### src/design/mono_letterbox_scanout_assert.svh
// assertion macros for the letterbox scan-out block
// no dependencies; included by mono_letterbox_scanout.sv
`ifndef MONO_LETTERBOX_SCANOUT_ASSERT_SVH
`define MONO_LETTERBOX_SCANOUT_ASSERT_SVH

// same-cycle implication, checked out of reset
`define MLS_ASSERT_NOW(label, clk, rst_n, ante, cons, msg) \
    label: assert property (@(posedge clk) disable iff (!rst_n) (ante) |-> (cons)) \
        else $error(msg);

// next-cycle implication, checked out of reset
`define MLS_ASSERT_NEXT(label, clk, rst_n, ante, cons, msg) \
    label: assert property (@(posedge clk) disable iff (!rst_n) (ante) |=> (cons)) \
        else $error(msg);

`endif

### src/design/mls_pkg.sv
// constants, register indexes and helpers for the letterbox scan-out block
// no dependencies; imported by mono_letterbox_scanout
package mls_pkg;

    localparam int DEF_FRAME_WIDTH  = 800;
    localparam int DEF_FRAME_HEIGHT = 600;

    localparam int REG_W     = 10;
    localparam int CFG_IDX_W = 2;

    typedef enum logic [CFG_IDX_W-1:0] {
        CFG_SOURCE_WIDTH  = 2'd0,
        CFG_SOURCE_HEIGHT = 2'd1,
        CFG_INVERT_PIXELS = 2'd2
    } cfg_index_t;

    localparam logic [REG_W-1:0] RST_SOURCE_WIDTH  = 10'd512;
    localparam logic [REG_W-1:0] RST_SOURCE_HEIGHT = 10'd342;
    localparam logic             RST_INVERT_PIXELS = 1'b1;

    localparam logic [7:0] BYTE_ONES = 8'hFF;
    localparam logic [7:0] BYTE_ZERO = 8'h00;

    function automatic logic [7:0] mirror8(input logic [7:0] v);
        logic [7:0] r;
        for (int b = 0; b < 8; b++)
        begin
            r[b] = v[7-b];
        end
        return r;
    endfunction

endpackage

### src/design/mono_letterbox_scanout.sv
// letterbox scan-out: one output byte per accepted transaction, two register stages
// out_valid follows the accepted transaction through the input and result stage registers
// throughput: one per cycle unless out_stall fills the pipe; one-pass compare and mirror
// reset: position counters go to line 0 column 0, registers to 512x342 inverted, pipe empty
// depends on mls_pkg and mono_letterbox_scanout_assert.svh
module mono_letterbox_scanout
    import mls_pkg::*;
#(
    parameter int FRAME_WIDTH  = DEF_FRAME_WIDTH,
    parameter int FRAME_HEIGHT = DEF_FRAME_HEIGHT
)
(
    input  logic                 clk,
    input  logic                 rst_n,
    input  logic                 cfg_write_en,
    input  logic [CFG_IDX_W-1:0] cfg_index,
    input  logic [REG_W-1:0]     cfg_data,
    input  logic                 in_valid,
    output logic                 in_stall,
    input  logic [7:0]           src_byte,
    input  logic                 src_attached,
    output logic                 out_valid,
    input  logic                 out_stall,
    output logic [7:0]           out_byte,
    output logic                 took_src,
    output logic                 line_last,
    output logic                 frame_last
);

    localparam int LINE_BYTES = FRAME_WIDTH / 8;
    localparam int COL_W      = $clog2(LINE_BYTES);
    localparam int ROW_W      = $clog2(FRAME_HEIGHT);
    localparam int WW = ($clog2(FRAME_WIDTH + 1) > REG_W) ? $clog2(FRAME_WIDTH + 1) : REG_W;
    localparam int HW = ($clog2(FRAME_HEIGHT + 1) > REG_W) ? $clog2(FRAME_HEIGHT + 1) : REG_W;

    localparam logic [COL_W-1:0] COL_LAST = COL_W'(LINE_BYTES - 1);
    localparam logic [ROW_W-1:0] ROW_LAST = ROW_W'(FRAME_HEIGHT - 1);

    // configuration
    logic [REG_W-1:0] source_width_reg;
    logic [REG_W-1:0] source_height_reg;
    logic             invert_pixels_reg;

    always_ff @(posedge clk or negedge rst_n)
    begin
        if (!rst_n)
        begin
            source_width_reg  <= RST_SOURCE_WIDTH;
            source_height_reg <= RST_SOURCE_HEIGHT;
            invert_pixels_reg <= RST_INVERT_PIXELS;
        end
        else if (cfg_write_en)
        begin
            unique case (cfg_index)
                CFG_SOURCE_WIDTH:  source_width_reg  <= cfg_data;
                CFG_SOURCE_HEIGHT: source_height_reg <= cfg_data;
                CFG_INVERT_PIXELS: invert_pixels_reg <= cfg_data[0];
                default: ;
            endcase
        end
    end

    // handshake
    logic a_valid_reg;
    logic b_valid_reg;
    logic b_ready;
    logic a_ready;
    logic in_accept;

    assign b_ready   = !b_valid_reg || !out_stall;
    assign a_ready   = !a_valid_reg || b_ready;
    assign in_stall  = !a_ready;
    assign in_accept = in_valid && a_ready;

    // position counters, advanced per accepted transaction
    logic [COL_W-1:0] col_reg;
    logic [COL_W-1:0] col_next;
    logic [ROW_W-1:0] row_reg;
    logic [ROW_W-1:0] row_next;
    logic             eol;
    logic             eof;

    assign eol = (col_reg == COL_LAST);
    assign eof = eol && (row_reg == ROW_LAST);

    always_comb
    begin
        col_next = col_reg + COL_W'(1);
        row_next = row_reg;
        if (eol)
        begin
            col_next = '0;
            row_next = (row_reg == ROW_LAST) ? '0 : row_reg + ROW_W'(1);
        end
    end

    always_ff @(posedge clk or negedge rst_n)
    begin
        if (!rst_n)
        begin
            col_reg <= '0;
            row_reg <= '0;
        end
        else if (in_accept)
        begin
            col_reg <= col_next;
            row_reg <= row_next;
        end
    end

    // input stage
    logic [7:0]       a_src_reg;
    logic             a_att_reg;
    logic [COL_W-1:0] a_col_reg;
    logic [ROW_W-1:0] a_row_reg;
    logic             a_eol_reg;
    logic             a_eof_reg;

    always_ff @(posedge clk or negedge rst_n)
    begin
        if (!rst_n)
        begin
            a_valid_reg <= 1'b0;
        end
        else if (a_ready)
        begin
            a_valid_reg <= in_valid;
        end
    end

    always_ff @(posedge clk)
    begin
        if (in_accept)
        begin
            a_src_reg <= src_byte;
            a_att_reg <= src_attached;
            a_col_reg <= col_reg;
            a_row_reg <= row_reg;
            a_eol_reg <= eol;
            a_eof_reg <= eof;
        end
    end

    // window geometry from the live registers
    logic [WW-1:0] w_clamp;
    logic [HW-1:0] h_clamp;
    logic [WW-1:0] hoff;
    logic [WW-1:0] stride;
    logic [HW-1:0] voff;
    logic [WW-1:0] x_ext;
    logic [HW-1:0] y_ext;
    logic          in_window;
    logic [7:0]    pix;

    always_comb
    begin
        w_clamp = (WW'(source_width_reg) > WW'(FRAME_WIDTH)) ? WW'(FRAME_WIDTH)
                                                             : WW'(source_width_reg);
        h_clamp = (HW'(source_height_reg) > HW'(FRAME_HEIGHT)) ? HW'(FRAME_HEIGHT)
                                                               : HW'(source_height_reg);
        // half the margin, rounded down to a byte boundary
        hoff   = (WW'(FRAME_WIDTH) - w_clamp) >> 4;
        stride = w_clamp >> 3;
        voff   = (HW'(FRAME_HEIGHT) - h_clamp) >> 1;
        x_ext  = WW'(a_col_reg);
        y_ext  = HW'(a_row_reg);
        in_window = a_att_reg
                 && (y_ext >= voff) && (y_ext < voff + h_clamp)
                 && (x_ext >= hoff) && (x_ext < hoff + stride);
        pix = BYTE_ZERO;
        if (in_window)
        begin
            pix = mirror8(a_src_reg) ^ (invert_pixels_reg ? BYTE_ONES : BYTE_ZERO);
        end
    end

    // result stage
    logic [7:0] b_byte_reg;
    logic       b_took_reg;
    logic       b_eol_reg;
    logic       b_eof_reg;

    always_ff @(posedge clk or negedge rst_n)
    begin
        if (!rst_n)
        begin
            b_valid_reg <= 1'b0;
        end
        else if (b_ready)
        begin
            b_valid_reg <= a_valid_reg;
        end
    end

    always_ff @(posedge clk)
    begin
        if (b_ready && a_valid_reg)
        begin
            b_byte_reg <= pix;
            b_took_reg <= in_window;
            b_eol_reg  <= a_eol_reg;
            b_eof_reg  <= a_eof_reg;
        end
    end

    assign out_valid  = b_valid_reg;
    assign out_byte   = b_byte_reg;
    assign took_src   = b_took_reg;
    assign line_last  = b_eol_reg;
    assign frame_last = b_eof_reg;

`include "mono_letterbox_scanout_assert.svh"

    `MLS_ASSERT_NOW(a_frame_has_line, clk, rst_n, out_valid && frame_last, line_last, "frame_last without line_last")
    `MLS_ASSERT_NOW(a_border_black, clk, rst_n, out_valid && !took_src, out_byte == BYTE_ZERO, "border byte not black")
    `MLS_ASSERT_NOW(a_stall_cause, clk, rst_n, in_stall, a_valid_reg && b_valid_reg && out_stall, "input stalled with room in the pipe")
    `MLS_ASSERT_NEXT(a_col_wrap, clk, rst_n, in_accept && (col_reg == COL_LAST), col_reg == '0, "column did not wrap at line end")

endmodule

### config.mk
export PLATFORM = sky130hd
export DESIGN_NAME = mono_letterbox_scanout
export DESIGN_NICKNAME = d
export VERILOG_FILES = /design/src/design/mls_pkg.sv /design/src/design/mono_letterbox_scanout.sv
export VERILOG_INCLUDE_DIRS = /design/src /design/src/design
export SDC_FILE = /design/constraint.sdc
export NUM_CORES = 1
export LEC_CHECK = 0
export BUFFER_PORTS_ARGS = -buffer_cell sky130_fd_sc_hd__buf_2
export CORE_MARGIN = 8
export CORE_UTILIZATION = 50
export CTS_BUF_LIST = sky130_fd_sc_hd__clkbuf_8
export DETAILED_ROUTE_END_ITERATION = 6
export GPL_ROUTABILITY_DRIVEN = 0
export GPL_TIMING_DRIVEN = 1
export MAX_ROUTING_LAYER = met4
export PLACE_DENSITY = 0.78
export SETUP_SLACK_MARGIN = 0.3
export SKIP_CTS_REPAIR_TIMING = 1
export SLEW_MARGIN = 20
export SYNTH_ARGS = -nofsm -noshare
export SYNTH_HDL_FRONTEND = slang
export SYNTH_SLANG_ARGS = --single-unit
### constraint.sdc
create_clock -name clk -period 9.5 [get_ports clk]
set_input_delay 1.9 -clock clk [delete_from_list [all_inputs] [get_ports clk]]
set_output_delay 1.9 -clock clk [all_outputs]
set_load 0.02 [all_outputs]
# After elaboration in Yosys (flattened, before gate mapping)
# Index checks and enable logic that the tools add are counted.
# word_totals
input_bits,26
regBits,79
word_cells,57
# op_classes
n_mux,5
n_eq_ne,4
bitwise_logic,1
n_lt_le_gt_ge,6
add_sub_neg,6
n_reduce_logical,18
# ops
operator,n
two-way mux 10 bit,3
> comparator 10 bit (second input constant),2
subtractor 10 bit (first input constant),2
adder 10 x 1 -> 10 bit (second input constant),1
adder 9 x 10 -> 10 bit,1
== test 10 bit (second input constant),1
greater-or-equal comparator 10 x 9 -> 1 bit,1
< comparator 10 bit,1
adder 6 x 7 -> 8 bit,1
< comparator 7 x 8 -> 1 bit,1
two-way mux 8 bit,1
AND reduction 2 bit,4
XOR 8 bit,1
adder 7 x 1 -> 7 bit (second input constant),1
== test 7 bit (second input constant),1
greater-or-equal comparator 7 x 6 -> 1 bit,1
logical AND 1 bit,7
two-way mux 7 bit,1
logical NOT 1 bit,4
== test 2 x 1 -> 1 bit (second input constant),1
== test 2 bit (second input constant),1
logical NOT 2 bit,1
logical OR 1 bit,2

# Logic depth before layout (Yosys ltp)
# logic_depth
word_depth,8
depth_mapped,22
ltp_nobuf,21

# Worst setup path after synthesis
# Ideal clock, no wire load.
# synth_path
kind,reg-to-reg
from,reg source_height_reg[4]
to,reg b_byte_reg[0] (netlist: out_byte[0]) (data pin)
synth_period_minus_slack_ns,4.487
t_required_ns,9.332
setup_time_ns,0.168
slack_ns,5.013
t_arrival_ns,4.319
path_stages_with_launch,21
path_cell_list,dfstp_2 clkbuf_1 nand4_1 a21boi_4 o21ai_0 ha_1 inv_1 nor3_1 a21o_1 a2bb2oi_1 xnor2_1 ha_1 a21o_1 a221oi_1 o21ai_0 xnor2_1 ha_1 nor4b_1 o211a_1 nand4_2 a211oi_1
# synth_via
elab_chain_len,8
# synth_lines
element,line_no,source
start: declaration,mono_letterbox_scanout.sv:41,logic [REG_W-1:0] source_height_reg;
start signal: assignment,mono_letterbox_scanout.sv:56,CFG_SOURCE_HEIGHT: source_height_reg <= cfg_data;
> comparator 10 bit,mono_letterbox_scanout.sv:159,h_clamp = (HW'(source_height_reg) > HW'(FRAME_HEIGHT)) ? HW'(FRAME_HEIGHT)
two-way mux 10 bit (*),mono_letterbox_scanout.sv:159,
subtractor 10 bit,mono_letterbox_scanout.sv:164,voff = (HW'(FRAME_HEIGHT) - h_clamp) >> 1;
adder 9 x 10 -> 10 bit or greater-or-equal comparator 10 x 9 -> 1 bit (tied branches),mono_letterbox_scanout.sv:168,&& (y_ext >= voff) && (y_ext < voff + h_clamp)
< comparator 10 bit or logical AND 1 bit (tied branches),mono_letterbox_scanout.sv:168,
logical AND 1 bit (*),mono_letterbox_scanout.sv:168,
logical AND 1 bit (*) (2 in a row),mono_letterbox_scanout.sv:169,&& (x_ext >= hoff) && (x_ext < hoff + stride);
end signal: assignment,mono_letterbox_scanout.sv:199,b_byte_reg <= pix;
end: declaration,mono_letterbox_scanout.sv:178,logic [7:0] b_byte_reg;
# Every way passes the cells marked *; elsewhere a longest branch is shown, timed or not.
# A chain may end at the register's enable or synchronous reset.

# Final worst setup path
# layout_path
from,reg source_height_reg[9]
to,reg b_byte_reg[6] (netlist: out_byte[6]) (data pin)
# The elaborated chain is that of the path after synthesis.

==> run summary <==
placeable core area: 9680 sq um
FFs w/ async S/R, synth: 50.6%
FF-to-FF Start: source_height_reg[9]
Clock Skews: 18.8 ps
Slew Viols, Final: 0
gr ovfl total: 0
hold endpoint: frame_last
flop2flop setup slack: 4360 ps
Syn Area/Cell: 10.8 sq um
crit share post-route: 54.1%
H-tree depth: 3
initial antenna violation count: 0
min Tclk post-route: 5140 ps
syn nets: 533
Seq cells post-synth: 79
status: completed
top-area cell type share of the netlist area: 23.6%
DR vias: 3615
power per cell area: 257 nW/um^2
clock tree buffer depth: 2
Hold WC Path Type: reg -> reg
register area share after synthesis: 44.0%
total of max-cap violations: 0
final worst setup slack: 4360 ps
pre-CTS WS: 4520 ps
CTS tree: built
hpwl dp: 7.89 mm
critical path type: reg -> reg
most frequent cell after synthesis: ha_1
Yosys top cell by area: edfxtp_1
Post-DRT Antenna Nets: 0
Post-synth EDFFs: 39
P_leak: 2.32 nW
R2R Path End: out_byte[6]
clock sink total: 79
worst vdd ir: 0.112 mV
Cells after Synth: 460
final hold vios: 0
Crit path required time: 9660 ps
DRT Pass-1 Iters: 5
Inserted Clock Buffers: 9
Post-DP Area: 5280 sq um
cell area after layout: 5470 sq um
largest net degree at the start of global routing: 41
Buffers on Ports: 38
slew margin rel.: 37.9%
DRC: 0
mean number of vias per cell: 5.68
R2R depth: 19
Placed Cells: 621
first-pass GRT wire length: 17.5 mm
worst path arrival time: 5300 ps
post-layout util: 56.5%
Area contributors post-synth: edfxtp_1, dfrtp_1, ha_1
FMAX: 194 MHz
synth cell count leaders: ha_1, edfxtp_1, dfrtp_1
Hold Crit Start: a_eof_reg
Clk pin slew, worst setup/hold paths: 100 ps
Cell Rows: 36
die area: 13400 sq um
Yosys cell types: 63
Die Y: 116 microns
Layout Area Growth over Synthesis: 10.4%
worst-path fanout max: 11
post-route non-filler standard cell count: 637
initial DRC count: 200
critical path endpoint category: register
CP startpoint kind: register
drt total wl: 10.5 mm
Ys Warns: 0
aggregate global-route resource usage: 17.2%
Clk Latency, worst-skew pair: 360 ps
Die W: 116 microns
fill count: 798
Avg WL per Cell: 16.5 microns
Slew @ Worst Pin: 932 ps
fraction of layout cells with a size suffix above 1: 19.6%
hold-critical path depth: 0
Antenna diodes: 0
Initial Util: 51.2%
clock root buffer: clkbuf_8
nets: 572
vias in the first global route: 3657
Post-synth top flop: edfxtp_1
I/O pins: 39
final count of negative-setup-slack endpoints: 0
Mapped Area: 4960 sq um
setup_tns: 0 ps
unrepaired setup endpoints after global routing: no
==> placed cells by master (no fill, tap or decap), drive strengths merged, types with 3 or more instances in the layout <==
cell	instances
ha	46
buf	40
edfxtp	39
dfrtp	33
nand2	31
inv	31
o21ai	28
xnor2	25
a21oi	23
mux2	22
nor2	19
xor2	12
nand2b	11
nand3	11
a211oi	11
a21o	10
nor3	9
clkbuf	9
nand4	8
and2	7
o21a	7
dfstp	7
or3	6
nor2b	6
o31ai	5
a21boi	5
nand3b	4
o21bai	3
nor4b	3
==> logic make-up (layout without fill, tap and decap cells) <==
family	count (synthesis)	count (layout)	share of synthesized area, %
simple gates	122	122	13.0
buf+inv	39	83	3.15
xor+xnor	37	37	6.54
mux	23	23	5.20
flops	79	79	44.0
fa+ha+maj	47	47	12.0
compound gates	113	113	16.2
==> layer usage <==
layer,up-vias,part of all wire (%),track usage (%)
li1,1770,-,-
met1,1747,47,21.4
met2,87,48,27.4
met3,11,3.4,2.50
met4,0,1.8,6.92
met5,-,0,-
==> area by class of cell <==
type / instances / area [sq um] / area share (%)
tap: 133 / 166 / 3.04
multi-input combinational: 342 / 2620 / 47.9
inverter: 27 / 101 / 1.85
clock buffer: 9 / 124 / 2.26
clock inverter: 7 / 73.8 / 1.35
timing repair buffer: 40 / 205 / 3.75
sequential: 79 / 2180 / 39.8
==> worst max path at each step <==
stage,startpoint,endpoint,slack [ps]
4_1_cts,source_height_reg[9],out_byte[6],4440
3_3_place_gp,source_height_reg[9],out_byte[0],4820
3_5_place_dp,source_height_reg[9],out_byte[6],4520
5_1_grt,source_height_reg[9],out_byte[6],4000
2_1_floorplan,source_height_reg[4],out_byte[0],5010
6_report,source_height_reg[9],out_byte[6],4360
==> metrics by stage <==
step / hold slack [ps] / power [W]
after global placement: 405 / 0.00110
after floorplan: 400 / 0.000993
after CTS: 446 / 0.00140
after global routing: 453 / 0.00152
after detailed placement: 409 / 0.00115
final: 440 / 0.00141
==> critical path, stage by stage, from the launching register on <==
cell,delay (ps)
dfrtp_1,610
nand4_1,260
a21boi_4,250
o21ai_0,300
ha_1,330
inv_1,80
nor3_1,220
a21o_1,120
a2bb2oi_1,310
xnor2_1,180
ha_1,300
a21o_1,180
a221oi_1,280
o21ai_0,160
xnor2_1,150
ha_1,190
nor4b_1,330
o211a_1,210
nand4_2,210
a211oi_1,290
==> power breakdown <==
group / switching, W / total (W) / internal, W / leakage, nW
Combinational: 0.000370 / 0.000671 / 0.000302 / 1.37
Clock: 0.000148 / 0.000251 / 0.000104 / 0.0946
Sequential: 0.0000642 / 0.000484 / 0.000420 / 0.855
Note: power is estimated with default switching activity, not from simulation.
